**config.mk**
```make
export PLATFORM = sky130hd
export DESIGN_NAME = fifo_or_priority_task_queue_top_flat
export DESIGN_NICKNAME = d
export VERILOG_FILES = /design/src/design/fopq_pkg.sv /design/src/design/fopq_if.sv /design/src/design/fifo_or_priority_task_queue_top.sv /design/src/design/fopq_ram.sv /design/src/design/fopq_ctrl.sv /design/src/design/fopq_dp.sv /design/src/flat_wrapper.sv
export SDC_FILE = /design/constraint.sdc
export NUM_CORES = 1
export LEC_CHECK = 0
export BUFFER_PORTS_ARGS = -buffer_cell sky130_fd_sc_hd__buf_4
export CAP_MARGIN = 20
export CORE_UTILIZATION = 40
export DETAILED_ROUTE_END_ITERATION = 7
export PLACE_DENSITY = 0.64
export SYNTH_ARGS = -nofsm -noshare
export SYNTH_HDL_FRONTEND = slang
export SYNTH_SLANG_ARGS = --single-unit
```
**constraint.sdc**
```tcl
create_clock -name clk_i -period 6.4 [get_ports clk_i]
set_input_delay 0 -clock clk_i [delete_from_list [all_inputs] [get_ports clk_i]]
set_output_delay 0 -clock clk_i [all_outputs]
set_load 0.1 [all_outputs]
```
**src/design/fopq_pkg.sv**
```systemverilog
// ----------------------------------------------------------------------------
// fopq_pkg
// Shared types and codes of the task queue: request functions, result
// status codes, register indexes and the controller/datapath handshake.
// ----------------------------------------------------------------------------
package fopq_pkg;

  // fixed field widths
  localparam int STATUS_W   = 3;
  localparam int OCC_W      = 5;
  localparam int CFG_IDX_W  = 1;
  localparam int CFG_DATA_W = 2;
  localparam int MODE_W     = 2;

  // request function
  localparam logic FUNC_ENQ = 1'b0;
  localparam logic FUNC_DEQ = 1'b1;

  // dispatch mode that picks the lowest priority value
  localparam logic [MODE_W-1:0] MODE_PRIO = 2'd2;

  // register indexes
  localparam logic [CFG_IDX_W-1:0] CFG_MODE   = 1'b0;
  localparam logic [CFG_IDX_W-1:0] CFG_ACCEPT = 1'b1;

  // result status
  typedef enum logic [STATUS_W-1:0] {
    ST_ENQ      = 3'd0,
    ST_FULL     = 3'd1,
    ST_DISABLED = 3'd2,
    ST_DEQ      = 3'd3,
    ST_EMPTY    = 3'd4
  } status_e;

  // controller to datapath
  typedef struct packed {
    logic accept;
    logic decide;
    logic scan;
    logic remove;
    logic move;
    logic load;
  } dp_cmd_t;

  // datapath to controller
  typedef struct packed {
    logic deq_fetch;
    logic scan_more;
    logic move_needed;
    logic move_done;
    logic out_free;
  } dp_sts_t;

endpackage

```
**src/design/fopq_if.sv**
```systemverilog
// ----------------------------------------------------------------------------
// fopq_if
// Valid/ready channels of the task queue: request in, result out.
// ----------------------------------------------------------------------------
interface fopq_in_if #(
  parameter int TAG_BITS  = 16,
  parameter int PRIO_BITS = 3
);
  logic                 valid;
  logic                 ready;
  logic                 func;
  logic [TAG_BITS-1:0]  task_tag;
  logic [PRIO_BITS-1:0] task_priority;

  modport source (output valid, func, task_tag, task_priority, input ready);
  modport sink   (input valid, func, task_tag, task_priority, output ready);
endinterface

interface fopq_out_if #(
  parameter int TAG_BITS  = 16,
  parameter int PRIO_BITS = 3
);
  logic                          valid;
  logic                          ready;
  logic [fopq_pkg::STATUS_W-1:0] status;
  logic [TAG_BITS-1:0]           out_tag;
  logic [PRIO_BITS-1:0]          out_priority;
  logic [fopq_pkg::OCC_W-1:0]    occupancy;

  modport source (output valid, status, out_tag, out_priority, occupancy, input ready);
  modport sink   (input valid, status, out_tag, out_priority, occupancy, output ready);
endinterface

```
**src/design/fifo_or_priority_task_queue_top.sv**
```systemverilog
// ----------------------------------------------------------------------------
// fifo_or_priority_task_queue_top
// Task ready queue with first-come or lowest-priority-value dispatch.
// ----------------------------------------------------------------------------
// One request is worked on at a time, and a new one is taken while the last
// result still waits in the output register. Tasks sit in a single-port-read
// RAM used as a circular buffer, so the RAM read port sets the timing. A
// dequeue reads the oldest task, or in priority mode scans all n held tasks,
// then removes the pick and closes the gap when it is neither the oldest nor
// the newest task. dispatch_mode and accept_enable are to be written by the
// user through the plain write port only while the queue is idle; the block
// itself does not enforce it. The store needs no clearing after reset.
module fifo_or_priority_task_queue_top #(
  parameter int DEPTH     = 16,
  parameter int TAG_BITS  = 16,
  parameter int PRIO_BITS = 3
) (
  input  logic                            clk_i,
  input  logic                            rst_ni,
  input  logic                            cfg_we_i,
  input  logic [fopq_pkg::CFG_IDX_W-1:0]  cfg_idx_i,
  input  logic [fopq_pkg::CFG_DATA_W-1:0] cfg_data_i,
  fopq_in_if.sink                         req_i,
  fopq_out_if.source                      res_o
);

  fopq_pkg::dp_cmd_t cmd;
  fopq_pkg::dp_sts_t sts;

  // sequencer
  fopq_ctrl u_ctrl (
    .clk_i      (clk_i),
    .rst_ni     (rst_ni),
    .in_valid_i (req_i.valid),
    .in_ready_o (req_i.ready),
    .sts_i      (sts),
    .cmd_o      (cmd)
  );

  // datapath
  fopq_dp #(
    .DEPTH     (DEPTH),
    .TAG_BITS  (TAG_BITS),
    .PRIO_BITS (PRIO_BITS)
  ) u_dp (
    .clk_i           (clk_i),
    .rst_ni          (rst_ni),
    .cfg_we_i        (cfg_we_i),
    .cfg_idx_i       (cfg_idx_i),
    .cfg_data_i      (cfg_data_i),
    .func_i          (req_i.func),
    .task_tag_i      (req_i.task_tag),
    .task_priority_i (req_i.task_priority),
    .out_valid_o     (res_o.valid),
    .out_ready_i     (res_o.ready),
    .status_o        (res_o.status),
    .out_tag_o       (res_o.out_tag),
    .out_priority_o  (res_o.out_priority),
    .occupancy_o     (res_o.occupancy),
    .cmd_i           (cmd),
    .sts_o           (sts)
  );

endmodule

```
**src/design/fopq_ram.sv**
```systemverilog
// ----------------------------------------------------------------------------
// fopq_ram
// Generic single write port, single read port RAM with registered read.
// ----------------------------------------------------------------------------
module fopq_ram #(
  parameter int WIDTH = 19,
  parameter int DEPTH = 16
) (
  input  logic                     clk_i,
  input  logic                     we_i,
  input  logic [$clog2(DEPTH)-1:0] waddr_i,
  input  logic [WIDTH-1:0]         wdata_i,
  input  logic                     re_i,
  input  logic [$clog2(DEPTH)-1:0] raddr_i,
  output logic [WIDTH-1:0]         rdata_o
);

  logic [WIDTH-1:0] mem_q [DEPTH];
  logic [WIDTH-1:0] rdata_q;

  // write port
  always_ff @(posedge clk_i) begin
    if (we_i) begin
      mem_q[waddr_i] <= wdata_i;
    end
  end

  // registered read, holds when idle
  always_ff @(posedge clk_i) begin
    if (re_i) begin
      rdata_q <= mem_q[raddr_i];
    end
  end

  assign rdata_o = rdata_q;

endmodule

```
**src/design/fopq_ctrl.sv**
```systemverilog
// ----------------------------------------------------------------------------
// fopq_ctrl
// Sequencer of the task queue: accept, decide, scan, remove, compact, result.
// ----------------------------------------------------------------------------
module fopq_ctrl (
  input  logic              clk_i,
  input  logic              rst_ni,
  input  logic              in_valid_i,
  output logic              in_ready_o,
  input  fopq_pkg::dp_sts_t sts_i,
  output fopq_pkg::dp_cmd_t cmd_o
);

  localparam logic [2:0] S_IDLE   = 3'd0;
  localparam logic [2:0] S_DECIDE = 3'd1;
  localparam logic [2:0] S_SCAN   = 3'd2;
  localparam logic [2:0] S_REMOVE = 3'd3;
  localparam logic [2:0] S_MOVE   = 3'd4;
  localparam logic [2:0] S_RESULT = 3'd5;

  logic [2:0] state_q, state_d;

  // next state
  always_comb begin
    state_d = state_q;
    case (state_q)
      S_IDLE: begin
        if (in_valid_i) state_d = S_DECIDE;
      end
      S_DECIDE: begin
        state_d = sts_i.deq_fetch ? S_SCAN : S_RESULT;
      end
      S_SCAN: begin
        if (!sts_i.scan_more) state_d = S_REMOVE;
      end
      S_REMOVE: begin
        state_d = sts_i.move_needed ? S_MOVE : S_RESULT;
      end
      S_MOVE: begin
        if (sts_i.move_done) state_d = S_RESULT;
      end
      S_RESULT: begin
        if (sts_i.out_free) state_d = S_IDLE;
      end
      default: state_d = S_IDLE;
    endcase
  end

  always_ff @(posedge clk_i or negedge rst_ni) begin
    if (!rst_ni) begin
      state_q <= S_IDLE;
    end else begin
      state_q <= state_d;
    end
  end

  // command decode
  assign in_ready_o    = (state_q == S_IDLE);
  assign cmd_o.accept  = (state_q == S_IDLE) && in_valid_i;
  assign cmd_o.decide  = (state_q == S_DECIDE);
  assign cmd_o.scan    = (state_q == S_SCAN);
  assign cmd_o.remove  = (state_q == S_REMOVE);
  assign cmd_o.move    = (state_q == S_MOVE) && !sts_i.move_done;
  assign cmd_o.load    = (state_q == S_RESULT) && sts_i.out_free;

endmodule

```
**src/design/fopq_dp.sv**
```systemverilog
// ----------------------------------------------------------------------------
// fopq_dp
// Datapath of the task queue: circular task store, config registers,
// minimum scan, gap compaction and the result register.
// ----------------------------------------------------------------------------
module fopq_dp #(
  parameter int DEPTH     = 16,
  parameter int TAG_BITS  = 16,
  parameter int PRIO_BITS = 3
) (
  input  logic                              clk_i,
  input  logic                              rst_ni,
  // config
  input  logic                              cfg_we_i,
  input  logic [fopq_pkg::CFG_IDX_W-1:0]    cfg_idx_i,
  input  logic [fopq_pkg::CFG_DATA_W-1:0]   cfg_data_i,
  // request payload
  input  logic                              func_i,
  input  logic [TAG_BITS-1:0]               task_tag_i,
  input  logic [PRIO_BITS-1:0]              task_priority_i,
  // result
  output logic                              out_valid_o,
  input  logic                              out_ready_i,
  output logic [fopq_pkg::STATUS_W-1:0]     status_o,
  output logic [TAG_BITS-1:0]               out_tag_o,
  output logic [PRIO_BITS-1:0]              out_priority_o,
  output logic [fopq_pkg::OCC_W-1:0]        occupancy_o,
  // control
  input  fopq_pkg::dp_cmd_t                 cmd_i,
  output fopq_pkg::dp_sts_t                 sts_o
);

  localparam int IW = $clog2(DEPTH);
  localparam int CW = $clog2(DEPTH + 1);
  localparam int EW = TAG_BITS + PRIO_BITS;
  localparam logic [CW-1:0] DEPTH_C = CW'(DEPTH);
  localparam logic [CW:0]   DEPTH_X = (CW + 1)'(DEPTH);
  localparam logic [CW-1:0] ONE_C   = CW'(1);

  // logical slot to physical address, head + slot wraps once at most
  function automatic logic [IW-1:0] phys(input logic [IW-1:0] head,
                                         input logic [CW-1:0] slot);
    logic [CW:0] sum;
    sum = {{(CW + 1 - IW){1'b0}}, head} + {1'b0, slot};
    if (sum >= DEPTH_X) sum = sum - DEPTH_X;
    return sum[IW-1:0];
  endfunction

  // config registers
  logic [fopq_pkg::MODE_W-1:0] mode_q;
  logic                        accept_q;

  always_ff @(posedge clk_i or negedge rst_ni) begin
    if (!rst_ni) begin
      mode_q   <= '0;
      accept_q <= 1'b1;
    end else if (cfg_we_i) begin
      case (cfg_idx_i)
        fopq_pkg::CFG_MODE:   mode_q   <= cfg_data_i;
        fopq_pkg::CFG_ACCEPT: accept_q <= cfg_data_i[0];
        default: ;
      endcase
    end
  end

  // queue control registers
  logic [IW-1:0] head_q, head_d;
  logic [CW-1:0] count_q, count_d;
  logic [CW-1:0] j_q, j_d;
  logic [CW-1:0] wr_q, wr_d;
  logic          pend_q, pend_d;
  logic          first_q, first_d;
  logic          out_valid_q, out_valid_d;

  // payload registers
  logic                 func_q;
  logic [TAG_BITS-1:0]  tag_in_q;
  logic [PRIO_BITS-1:0] prio_in_q;
  logic [TAG_BITS-1:0]  best_tag_q, best_tag_d;
  logic [PRIO_BITS-1:0] best_prio_q, best_prio_d;
  logic [IW-1:0]        best_idx_q, best_idx_d;
  fopq_pkg::status_e    res_status_q, res_status_d;
  logic [TAG_BITS-1:0]  res_tag_q, res_tag_d;
  logic [PRIO_BITS-1:0] res_prio_q, res_prio_d;
  fopq_pkg::status_e    out_status_q;
  logic [TAG_BITS-1:0]  out_tag_q;
  logic [PRIO_BITS-1:0] out_prio_q;
  logic [fopq_pkg::OCC_W-1:0] out_occ_q;

  // ram ports
  logic          we;
  logic [IW-1:0] waddr;
  logic [EW-1:0] wdata;
  logic          re;
  logic [IW-1:0] raddr;
  logic [EW-1:0] rdata;

  logic [TAG_BITS-1:0]  rd_tag;
  logic [PRIO_BITS-1:0] rd_prio;
  logic [CW-1:0]        scan_len;
  logic [CW-1:0]        j_prev;
  logic [CW-1:0]        best_idx_ext;
  logic [CW+fopq_pkg::OCC_W-1:0] occ_ext;

  assign rd_tag       = rdata[EW-1:PRIO_BITS];
  assign rd_prio      = rdata[PRIO_BITS-1:0];
  assign scan_len     = (mode_q == fopq_pkg::MODE_PRIO) ? count_q : ONE_C;
  assign j_prev       = j_q - ONE_C;
  assign best_idx_ext = {{(CW - IW){1'b0}}, best_idx_q};
  assign occ_ext      = {{fopq_pkg::OCC_W{1'b0}}, count_q};

  fopq_ram #(
    .WIDTH (EW),
    .DEPTH (DEPTH)
  ) u_store (
    .clk_i   (clk_i),
    .we_i    (we),
    .waddr_i (waddr),
    .wdata_i (wdata),
    .re_i    (re),
    .raddr_i (raddr),
    .rdata_o (rdata)
  );

  // status to controller
  assign sts_o.deq_fetch   = (func_q == fopq_pkg::FUNC_DEQ) && (count_q != '0);
  assign sts_o.scan_more   = (j_q < scan_len);
  assign sts_o.move_needed = (best_idx_q != '0) && (best_idx_ext != (count_q - ONE_C));
  assign sts_o.move_done   = !pend_q && (j_q > count_q);
  assign sts_o.out_free    = !out_valid_q || out_ready_i;

  // datapath step
  always_comb begin
    head_d       = head_q;
    count_d      = count_q;
    j_d          = j_q;
    wr_d         = wr_q;
    pend_d       = pend_q;
    first_d      = first_q;
    best_tag_d   = best_tag_q;
    best_prio_d  = best_prio_q;
    best_idx_d   = best_idx_q;
    res_status_d = res_status_q;
    res_tag_d    = res_tag_q;
    res_prio_d   = res_prio_q;
    we           = 1'b0;
    waddr        = phys(head_q, count_q);
    wdata        = {tag_in_q, prio_in_q};
    re           = 1'b0;
    raddr        = phys(head_q, j_q);

    // classify the request, append or start the fetch
    if (cmd_i.decide) begin
      res_tag_d  = '0;
      res_prio_d = '0;
      if (func_q == fopq_pkg::FUNC_ENQ) begin
        if (!accept_q) begin
          res_status_d = fopq_pkg::ST_DISABLED;
        end else if (count_q == DEPTH_C) begin
          res_status_d = fopq_pkg::ST_FULL;
        end else begin
          we           = 1'b1;
          count_d      = count_q + ONE_C;
          res_status_d = fopq_pkg::ST_ENQ;
        end
      end else if (count_q == '0) begin
        res_status_d = fopq_pkg::ST_EMPTY;
      end else begin
        re      = 1'b1;
        raddr   = head_q;
        j_d     = ONE_C;
        first_d = 1'b1;
      end
    end

    // one slot per cycle, strict less keeps the earliest of equals
    if (cmd_i.scan) begin
      if (first_q || (rd_prio < best_prio_q)) begin
        best_tag_d  = rd_tag;
        best_prio_d = rd_prio;
        best_idx_d  = j_prev[IW-1:0];
      end
      first_d = 1'b0;
      if (j_q < scan_len) begin
        re  = 1'b1;
        j_d = j_q + ONE_C;
      end
    end

    // hand out the pick, drop the head or prepare the compaction
    if (cmd_i.remove) begin
      res_status_d = fopq_pkg::ST_DEQ;
      res_tag_d    = best_tag_q;
      res_prio_d   = best_prio_q;
      count_d      = count_q - ONE_C;
      if (best_idx_q == '0) begin
        head_d = phys(head_q, ONE_C);
      end else begin
        j_d    = best_idx_ext + ONE_C;
        wr_d   = best_idx_ext;
        pend_d = 1'b0;
      end
    end

    // slide the tail down by one slot, read and write overlapped
    if (cmd_i.move) begin
      if (pend_q) begin
        we    = 1'b1;
        waddr = phys(head_q, wr_q);
        wdata = rdata;
        wr_d  = wr_q + ONE_C;
      end
      if (j_q <= count_q) begin
        re     = 1'b1;
        j_d    = j_q + ONE_C;
        pend_d = 1'b1;
      end else begin
        pend_d = 1'b0;
      end
    end
  end

  // result register valid
  always_comb begin
    out_valid_d = out_valid_q;
    if (cmd_i.load) begin
      out_valid_d = 1'b1;
    end else if (out_ready_i) begin
      out_valid_d = 1'b0;
    end
  end

  always_ff @(posedge clk_i or negedge rst_ni) begin
    if (!rst_ni) begin
      head_q      <= '0;
      count_q     <= '0;
      j_q         <= '0;
      wr_q        <= '0;
      pend_q      <= 1'b0;
      first_q     <= 1'b0;
      out_valid_q <= 1'b0;
    end else begin
      head_q      <= head_d;
      count_q     <= count_d;
      j_q         <= j_d;
      wr_q        <= wr_d;
      pend_q      <= pend_d;
      first_q     <= first_d;
      out_valid_q <= out_valid_d;
    end
  end

  // payload registers
  always_ff @(posedge clk_i) begin
    if (cmd_i.accept) begin
      func_q    <= func_i;
      tag_in_q  <= task_tag_i;
      prio_in_q <= task_priority_i;
    end
    best_tag_q   <= best_tag_d;
    best_prio_q  <= best_prio_d;
    best_idx_q   <= best_idx_d;
    res_status_q <= res_status_d;
    res_tag_q    <= res_tag_d;
    res_prio_q   <= res_prio_d;
    if (cmd_i.load) begin
      out_status_q <= res_status_q;
      out_tag_q    <= res_tag_q;
      out_prio_q   <= res_prio_q;
      out_occ_q    <= occ_ext[fopq_pkg::OCC_W-1:0];
    end
  end

  assign out_valid_o    = out_valid_q;
  assign status_o       = out_status_q;
  assign out_tag_o      = out_tag_q;
  assign out_priority_o = out_prio_q;
  assign occupancy_o    = out_occ_q;

endmodule

```
**src/flat_wrapper.sv**
```systemverilog
// flat-port wrapper written by rule: the top's interface ports become plain ports
module fifo_or_priority_task_queue_top_flat 
#(
  parameter int DEPTH     = 16,
  parameter int TAG_BITS  = 16,
  parameter int PRIO_BITS = 3
)
  (clk_i, rst_ni, cfg_we_i, cfg_idx_i, cfg_data_i, req_i_valid, req_i_func, req_i_task_tag, req_i_task_priority, req_i_ready, res_o_valid, res_o_status, res_o_out_tag, res_o_out_priority, res_o_occupancy, res_o_ready);
  fopq_in_if #(.TAG_BITS(TAG_BITS), .PRIO_BITS(PRIO_BITS)) req_i_i ();
  fopq_out_if #(.TAG_BITS(TAG_BITS), .PRIO_BITS(PRIO_BITS)) res_o_i ();
  input  logic clk_i;
  input  logic rst_ni;
  input  logic cfg_we_i;
  input  logic [fopq_pkg::CFG_IDX_W-1:0] cfg_idx_i;
  input  logic [fopq_pkg::CFG_DATA_W-1:0] cfg_data_i;
  input wire logic [$bits(req_i_i.valid)-1:0] req_i_valid;
  input wire logic [$bits(req_i_i.func)-1:0] req_i_func;
  input wire logic [$bits(req_i_i.task_tag)-1:0] req_i_task_tag;
  input wire logic [$bits(req_i_i.task_priority)-1:0] req_i_task_priority;
  output wire logic [$bits(req_i_i.ready)-1:0] req_i_ready;
  output wire logic [$bits(res_o_i.valid)-1:0] res_o_valid;
  output wire logic [$bits(res_o_i.status)-1:0] res_o_status;
  output wire logic [$bits(res_o_i.out_tag)-1:0] res_o_out_tag;
  output wire logic [$bits(res_o_i.out_priority)-1:0] res_o_out_priority;
  output wire logic [$bits(res_o_i.occupancy)-1:0] res_o_occupancy;
  input wire logic [$bits(res_o_i.ready)-1:0] res_o_ready;
  assign req_i_i.valid = req_i_valid;
  assign req_i_i.func = req_i_func;
  assign req_i_i.task_tag = req_i_task_tag;
  assign req_i_i.task_priority = req_i_task_priority;
  assign req_i_ready = req_i_i.ready;
  assign res_o_valid = res_o_i.valid;
  assign res_o_status = res_o_i.status;
  assign res_o_out_tag = res_o_i.out_tag;
  assign res_o_out_priority = res_o_i.out_priority;
  assign res_o_occupancy = res_o_i.occupancy;
  assign res_o_i.ready = res_o_ready;
  fifo_or_priority_task_queue_top #(.DEPTH(DEPTH), .TAG_BITS(TAG_BITS), .PRIO_BITS(PRIO_BITS)) u_core (.clk_i(clk_i), .rst_ni(rst_ni), .cfg_we_i(cfg_we_i), .cfg_idx_i(cfg_idx_i), .cfg_data_i(cfg_data_i), .req_i(req_i_i), .res_o(res_o_i));
endmodule
```
# Word-level counts from Yosys, hierarchy flattened
# Memory sizes are Yosys's and may differ from the RTL's. A register that Yosys moved wholly into a read port is not among the register bits.
# Cells that the tools add are included.
# totals
wordCells	165
in_bits	28
rom_bits	0
regBits	120
ram_bits	304
mem_count	1
latchBits	0
output_inout_bits	29
# memory_table
name	depth	width	read_ports	rd_clocked_by_memory_dff	write_ports	line_no	source
u_core.u_dp.u_store.mem_q	16	19	1	1	1	fopq_ram.sv:18	logic [WIDTH-1:0] mem_q [DEPTH];
# classes
n_bitwise	1
reduce_logical	31
n_mul	0
muxes	70
n_div	0
addsub	14
n_shift	0
magnitude_cmp	8
n_eq_ne	17
# ops
cell	n
$mux W5	19
$mux W19	2
$mux W4	9
$mux W16	2
$mux W1	27
$mux W3	9
$sub A4 B1 Y4 const B	5
$add A4 B5 Y6	3
$ge A6 B5 Y1 const B	3
$pmux W3 S6	1
$add A5 B1 Y5 const B	3
$reduce_and A2 Y1	6
$reduce_bool A2 Y1	6
$add A4 B1 Y5 const B	2
$ne A2 B1 Y1 const B	5
$ne A2 B2 Y1 const B	4
$reduce_and A4 Y1	2
$eq A3 B2 Y1 const B	2
$eq A3 B3 Y1 const B	2
$logic_and A1 B1 Y1	6
$eq A5 B5 Y1 const B	1
$ge A5 B5 Y1 const B	1
$gt A5 B5 Y1	1
$le A5 B5 Y1	1
other kinds (16)	19

# Longest topological paths before layout
# Gate-level depths: netlist (run 1).
# depth
word_depth	10
ltp_mapped	13

# By module
# From an unflattened synthesis (run 1), not the netlist that was laid out.
# unflattened
cells_unflattened	979
area_unflattened_um2	17659.4
# modules_own_cells
module	cells_per_inst	instances	area_each_um2	seq_area_each_um2
fopq_ram	507	1	12036.5	9699.3
fopq_dp	436	1	5363.9	3334.4
fopq_ctrl	36	1	259.0	75.1

# Worst setup path before layout (run 1)
# OpenSTA, ideal clock, no wires.
# synth_path
path_kind	reg2reg
from	register u_core.u_ctrl.state_q[1]
to	register u_core.u_dp.func_q, enable pin
n_path_buf	2
arrival_time_ns	3.560
setup_slack_ns	2.461
stages_incl_launch_ff	5
setup_time_ns	0.378
required_time_ns	6.022
path_cell_list	dfrtp_1 buf_2 clkbuf_1 nor3_1 and2_1
# synth_lines
element	line_no	source
start, declared	fopq_ctrl.sv:21	logic [2:0] state_q, state_d;
start signal, assigned	fopq_ctrl.sv:53	state_q <= state_d;
end signal, assigned	fopq_dp.sv:256	func_q <= func_i;
end, declared	fopq_dp.sv:76	logic func_q;

# Worst setup path after layout (run 1)
# layout_path
from	register u_core.u_ctrl.state_q[1]
to	memory u_core.u_dp.u_store.mem_q[4][8], enable pin
# layout_between
elab_chain_len	6
elab_cells_between_ends	9
cone_classes	eq/ne (2); mux (6); reduce/logical (1)
# layout_rtl
element	line_no	source
$eq A3 B1 Y1	fopq_ctrl.sv:60	assign cmd_o.decide = (state_q == S_DECIDE);
$mux W1	fopq_dp.sv:153	if (cmd_i.decide) begin
$mux W1	fopq_dp.sv:207	if (pend_q) begin
$mux W1	fopq_dp.sv:206	if (cmd_i.move) begin
$mux W1	fopq_ram.sv:23	if (we_i) begin
$mux W1 (implied by the code)	fopq_ram.sv:24	mem_q[waddr_i] <= wdata_i;
end, declared	fopq_ram.sv:18	
# Parallel ways exist; a longest one is shown, timed or not.

==> impl_metrics.env, run 1 <==
export IMPL_cts_resized=0
export IMPL_min_path_type="in2reg"
export IMPL_syn_to_final_growth_pct=13.69
export IMPL_nFillCells=4517
export IMPL_die_area_um2=53750
export IMPL_globalRouteTotalUtil=0.2202
export IMPL_die_h_um=231.8
export IMPL_outcome="finished, final reports clean"
export IMPL_most_common_layout_cells="edfxtp_1 (412), nand2_1 (148), a21oi_1 (96)"
export IMPL_start_util=0.4086
export IMPL_hold_path_startpoint="req_i_task_tag[2]"
export IMPL_cts_sinks=442
export IMPL_grt_overflow_total=0
export IMPL_netlist_top_cell_by_area="edfxtp_1"
export IMPL_mostFrequentLayoutCell="edfxtp_1"
export IMPL_maxCapViolCount=0
export IMPL_max_slew_worst_pin_slew_ps=1105
export IMPL_io_buffers=56
export IMPL_startpoint="u_core.u_ctrl.state_q[1]$_DFFE_PN0P_"
export IMPL_synth_xor_area_frac=0.01161
export IMPL_nets=1771
export IMPL_ant_nets=0
export IMPL_setup_violations=0
export IMPL_rows=83
export IMPL_dp_hpwl_mm=34.92
export IMPL_numCtsBuffers=46
export IMPL_synth_area_mux_share=0.02108
export IMPL_slowest_delay_ps=1040
export IMPL_crit_type="reg2reg"
export IMPL_ys_types=75
export IMPL_post_route_min_period_ps=4280
export IMPL_cp_required_ps=6610
export IMPL_antenna_found_initial=2
export IMPL_slew_viol_final=0
export IMPL_peakVddDrop_mv=0.3100
export IMPL_crit_path_start_kind="register"
export IMPL_clkLatencyLatePin_ps=590
export IMPL_multiInputGateArea_um2=7264
export IMPL_synth_top_family_by_area="compound AO/OA/AOI/OAI gates"
export IMPL_layout_drive_gt1_share=0.1184
export IMPL_setup_tns_ps=0
export IMPL_finalCritPeriodShare=0.6688
export IMPL_reg2reg_from="u_core.u_ctrl.state_q[1]$_DFFE_PN0P_"
export IMPL_gp_congestion=0.8900
export IMPL_syn_num_nets=1749
export IMPL_io_pins=57
export IMPL_grt_max_degree=94
export IMPL_power_w=0.01181
export IMPL_clk_pin_slew_ps=60
export IMPL_rsz0062_at_grt="no"
export IMPL_routed_wirelength_mm=59.91
export IMPL_fin_skew_ps=28.25
export IMPL_grt_pass1_vias=14800
export IMPL_relSlewSlack=0.2625
export IMPL_critical_path_peak_fanout=36
export IMPL_pwr_density_cell_nw_per_um2=491.7
export IMPL_crit_chain="nor2_1 -> nand3_1 -> buf_4 -> mux2i_1 -> xor2_1 -> and3_1"
export IMPL_finalHoldViolCount=0
export IMPL_placed_cells=2312
export IMPL_power_leakage_nw=8.123
export IMPL_synth_compound_area_share=0.1809
export IMPL_syn_inst=1690
export IMPL_via_per_inst=6.298
export IMPL_cts_root_buf="clkbuf_16"
export IMPL_insertedDiodeCount=0
export IMPL_post_synth_fa_ha_maj_area_fraction=0.01942
export IMPL_clock_path_buffers=3
export IMPL_dr_pass1_iters=5
export IMPL_grt_pass1_wl_mm=90.21
export IMPL_yosys_warnings=0
export IMPL_setup_worst_path_end_class="register"
export IMPL_vias=15300
export IMPL_wire_per_inst_um=24.67
export IMPL_drc=0
export IMPL_cts_tree="done"
export IMPL_die_w_um=231.8
export IMPL_fmax_mhz=233.6
export IMPL_hold_ws_ps=119.2
export IMPL_yosysSeqAreaShare=0.6204
export IMPL_ys_ff_latch=442
export IMPL_synth_area_um2=21130
export IMPL_core_area_um2=51720
export IMPL_crit_arrival_ps=4490
export IMPL_synthArstFlopShare=0.06109
export IMPL_synth_top_flop_cell="edfxtp_1"
export IMPL_drt_iter0_drc=1712
export IMPL_seqCellArea_um2=13110
export IMPL_cp_slowest_cell="dfrtp_1"
export IMPL_htreeDepth=2
export IMPL_final_cells=2429
export IMPL_yosysTopAreaCellShare=0.5855
export IMPL_synth_simple_area_share=0.1055
export IMPL_synth_edff_count=412
export IMPL_synthTopCellsByArea="edfxtp_1 (59%), dfrtp_1 (3.1%), a221o_1 (2.7%)"
export IMPL_syn_avg_cell_area_um2=12.50
==> path summary, 6_finish.rpt <==
kind,to,slack [ps],cells after the start
max,u_core.u_dp.u_store.mem_q[4][8]$_DFFE_PP_,2120,6
min,u_core.u_dp.tag_in_q[2]$_DFFE_PP_,120,2
max reg2reg,u_core.u_dp.u_store.mem_q[4][8]$_DFFE_PP_,2120,6
min reg2reg,u_core.u_dp.out_tag_o[2]$_DFFE_PP_,420,0
max in group asynchronous,u_core.u_dp.head_q[1]$_DFFE_PN0P_,5740,4
min in group asynchronous,u_core.u_ctrl.state_q[0]$_DFFE_PN0P_,470,4
==> critical path: cells and delay by family, from the launching register on <==
kind	cells	cell delay, ps
buffers and inverters	1	330
AND/OR/NAND/NOR	3	1400
multiplexers	1	390
flip-flops	1	1040
XOR/XNOR	1	730
==> cell type report <==
type,count,share of cell area
clock buffer,63,0.05188
clock inverter,22,0.007292
inverter,59,0.009219
multi-input combinational,1031,0.3024
sequential,442,0.5458
tap,680,0.03542
timing repair buffer,132,0.04802
==> sequential cells by signal (all words and copies together) (netlist names), 5 cells and up <==
register and count:
u_core.u_dp.out_tag_o 16, u_core.u_dp.u_store.mem_q 304, u_core.u_dp.occupancy_o 5, u_core.u_dp.u_store.rdata_o 19, u_core.u_dp.tag_in_q 16, u_core.u_dp.res_tag_q 16
u_core.u_dp.best_tag_q 16, u_core.u_dp.j_q 5, u_core.u_dp.count_q 5
==> cells in the mapped netlist, drive strengths merged, types with 5 or more instances <==
cell     instances
a221o           56
nand4            5
xnor2           20
nor3             8
nand2b           6
nand3           77
a21o             7
a2111o          37
inv             57
a21oi           97
buf             44
edfxtp         412
ha              28
xor2             8
a2111oi         39
o2111ai         37
and3            43
nand2          150
o2111a          37
dfrtp           26
o21ai           90
mux2i           40
o211ai          25
clkbuf         114
o221ai          37
nor4            40
nor3b            5
nor2b           43
nor2            44
==> power breakdown <==
group          total [W]  switching (W)  leakage (nW)  internal, W
clock network    0.00256        0.00111         0.684      0.00145
logic            0.00499        0.00339          3.34      0.00160
registers        0.00427       0.000350          4.10      0.00392
total             0.0118        0.00485          8.12      0.00696
==> stage by stage <==
stage / utilization / worst slack, ps / instance area, µm²
floorplan: - / 2461 / 21130
global placement: 0.4289 / 2319 / 22180
detailed placement: 0.4305 / 2182 / 22270
CTS: 0.4642 / 2164 / 24010
global route: 0.4645 / 1810 / 24020
finish: 0.4645 / 2120 / 24020
==> layer usage <==
metal  up-vias  wire length [µm]  global-route usage
met2       737             28710              0.3623
li1       6748                 -                   -
met1      7703             24730              0.2928
met4         0              2018             0.09169
met3       110              4455             0.02861
met5         -                 0                   0
==> timing repair <==
item	4_1_cts	5_1_grt
hold buffers	31	0
endpoints found under the hold margin	52	0
buffers inserted	0	0
==> kinds of logic (layout without fill, tap and decap cells) <==
family          count (synthesis)  after routing
mux                            44             44
buf+inv                       217            276
flops                         442            442
simple gates                  437            437
xor+xnor                       28             28
compound gates                491            491
fa+ha+maj                      31             31
Power figures use the tool's default switching activity.
==> inputs of run 2 (changes only) <==
==> constraint.sdc (replaced) <==
create_clock -name clk_i -period 4.25 [get_ports clk_i]
set_input_delay 0 -clock clk_i [delete_from_list [all_inputs] [get_ports clk_i]]
set_output_delay 0 -clock clk_i [all_outputs]
set_load 0.1 [all_outputs]
==> impl_metrics.env, run 2 (same netlist as run 1, synthesis figures left out) <==
export IMPL_antenna_found_initial=0
export IMPL_grt_max_degree=80
export IMPL_crit_type="reg2reg"
export IMPL_die_w_um=231.8
export IMPL_layout_drive_gt1_share=0.1410
export IMPL_drt_iter0_drc=1883
export IMPL_cts_tree="done"
export IMPL_io_buffers=56
export IMPL_vias=15220
export IMPL_grt_pass1_wl_mm=90.89
export IMPL_cts_root_buf="clkbuf_16"
export IMPL_start_util=0.4086
export IMPL_htreeDepth=2
export IMPL_dp_hpwl_mm=35.23
export IMPL_relSlewSlack=0.2924
export IMPL_pwr_density_cell_nw_per_um2=753.5
export IMPL_slowest_delay_ps=840
export IMPL_crit_chain="inv_1 -> ha_1 -> or4b_4 -> a211oi_1 -> a31o_1 -> a221o_1 -> o211ai_1"
export IMPL_clk_pin_slew_ps=60
export IMPL_most_common_layout_cells="edfxtp_1 (412), nand2_1 (148), buf_4 (122)"
export IMPL_fmax_mhz=275.0
export IMPL_mostFrequentLayoutCell="edfxtp_1"
export IMPL_insertedDiodeCount=0
export IMPL_routed_wirelength_mm=59.99
export IMPL_seqCellArea_um2=13110
export IMPL_startpoint="u_core.u_dp.count_q[0]$_DFFE_PN0P_"
export IMPL_clkLatencyLatePin_ps=600
export IMPL_rows=83
export IMPL_placed_cells=2341
export IMPL_finalCritPeriodShare=0.8555
export IMPL_grt_overflow_total=0
export IMPL_post_route_min_period_ps=3636
export IMPL_reg2reg_slack_ps=610
export IMPL_via_per_inst=6.189
export IMPL_multiInputGateArea_um2=7259
export IMPL_power_frac_seq=0.346
export IMPL_crit_arrival_ps=3970
export IMPL_syn_to_final_growth_pct=15.37
export IMPL_min_path_type="in2reg"
export IMPL_numCtsBuffers=48
export IMPL_critical_path_peak_fanout=35
export IMPL_dr_pass1_iters=5
export IMPL_drc=0
export IMPL_finalHoldViolCount=0
export IMPL_cp_slowest_cell="a31o_1"
export IMPL_nets=1801
export IMPL_clock_path_buffers=3
export IMPL_setup_violations=0
export IMPL_cts_setup_buffers=0
export IMPL_met1_usage=0.2901
export IMPL_core_area_um2=51720
export IMPL_peakVddDrop_mv=0.4108
export IMPL_fin_skew_ps=20.69
export IMPL_gp_congestion=0.8918
export IMPL_wire_per_inst_um=24.39
export IMPL_slew_viol_final=0
export IMPL_power_leakage_nw=8.354
export IMPL_max_slew_worst_pin_slew_ps=1054
export IMPL_cts_sinks=442
export IMPL_grt_util_met3=0.02972
export IMPL_largest_reg_flops=304
export IMPL_final_util=0.4714
export IMPL_globalRouteTotalUtil=0.2212
export IMPL_outcome="finished, final reports clean"
export IMPL_busiest_layer="met2"
export IMPL_grt_pass1_vias=15000
export IMPL_final_cells=2460
export IMPL_regMostFlops="u_core.u_dp.u_store.mem_q"
export IMPL_crit_path_start_kind="register"
export IMPL_use_met2=0.3617
export IMPL_reg2reg_from="u_core.u_dp.count_q[0]$_DFFE_PN0P_"
export IMPL_p_int_w=0.01096
export IMPL_maxCapViolCount=0
export IMPL_cp_required_ps=4580
export IMPL_swShare=0.4032
export IMPL_die_h_um=231.8
export IMPL_hold_path_startpoint="req_i_task_tag[2]"
export IMPL_io_pins=57
export IMPL_pwr_share_comb=0.428
export IMPL_pwr_share_clk=0.225
export IMPL_die_area_um2=53750
export IMPL_ant_nets=0
export IMPL_rsz0062_at_grt="no"
export IMPL_setup_tns_ps=0
export IMPL_setup_worst_path_end_class="register"
export IMPL_power_switching_w=0.007407
export IMPL_nFillCells=4527
-- run 2: cell types whose count changed in the layout (fill, tap and decap cells not counted), sizes merged --
| cell | change |
|---|---|
| buf | +28 |
| bufinv | +2 |
| clkbuf | -2 |
| clkinv | +1 |
| clkinvlp | +1 |
| inv | +1 |
-- run 2: routing by layer --
metal / vias up / share of wire
met4: 0 / 0.041
met5: - / 0
li1: 6819 / -
met3: 118 / 0.067
met1: 7643 / 0.41
met2: 644 / 0.48
-- run 2: area by class of cell --
class,count,share of cell area
Tap cell,680,0.03490
Timing Repair Buffer,160,0.05646
Inverter,59,0.009084
Multi-Input combinational cell,1031,0.2978
Clock inverter,27,0.01098
Clock buffer,61,0.05297
Sequential cell,442,0.5378
-- run 2: power groups by stage --
| stage | registers, W | logic, W | clock network (W) |
|---|---|---|---|
| floorplan | 0.00663 | 0.00479 | 0 |
| global placement | 0.00641 | 0.00760 | 0 |
| detailed placement | 0.00643 | 0.00775 | 0 |
| CTS | 0.00634 | 0.00780 | 0.00420 |
| global route | 0.00640 | 0.00841 | 0.00435 |
| finish | 0.00636 | 0.00787 | 0.00414 |
-- run 2: path summary, 6_finish.rpt --
check,to,cells past startpoint
hold / removal,u_core.u_dp.tag_in_q[2]$_DFFE_PP_,2
max in group asynchronous,u_core.u_dp.head_q[0]$_DFFE_PN0P_,4
hold reg to reg,u_core.u_dp.out_tag_o[5]$_DFFE_PP_,0
setup reg to reg,u_core.u_dp.u_store.rdata_o[16]$_DFFE_PP_,7
min in group asynchronous,u_core.u_ctrl.state_q[1]$_DFFE_PN0P_,4
setup / recovery,u_core.u_dp.u_store.rdata_o[16]$_DFFE_PP_,7
-- run 2: what timing repair did --
item,in CTS,in global routing
endpoints found under the hold margin,52,0
hold buffers,31,0
gates resized for setup,0,0
-- run 2: critical path, delay by kind of cell (launching register included) --
family	cells	cell delay (ps)
DFF	1	540
buffers and inverters	1	120
AOI/OAI and AO/OA	4	1600
adders and majority gates	1	320
and+or+nand+nor	1	770
-- run 2: stage by stage --
step                      hold WS [ps]  total power, W  instance area [µm²]  setup WS [ps]
after floorplan                 -295.6         0.01142                21130          311.1
after global placement          -47.60         0.01400                22500          722.8
after detailed placement        -48.24         0.01417                22500          672.8
after CTS                        96.67         0.01835                24380          642.0
after global routing             117.7         0.01917                24380          412.0
final                            122.2         0.01837                24380          614.1
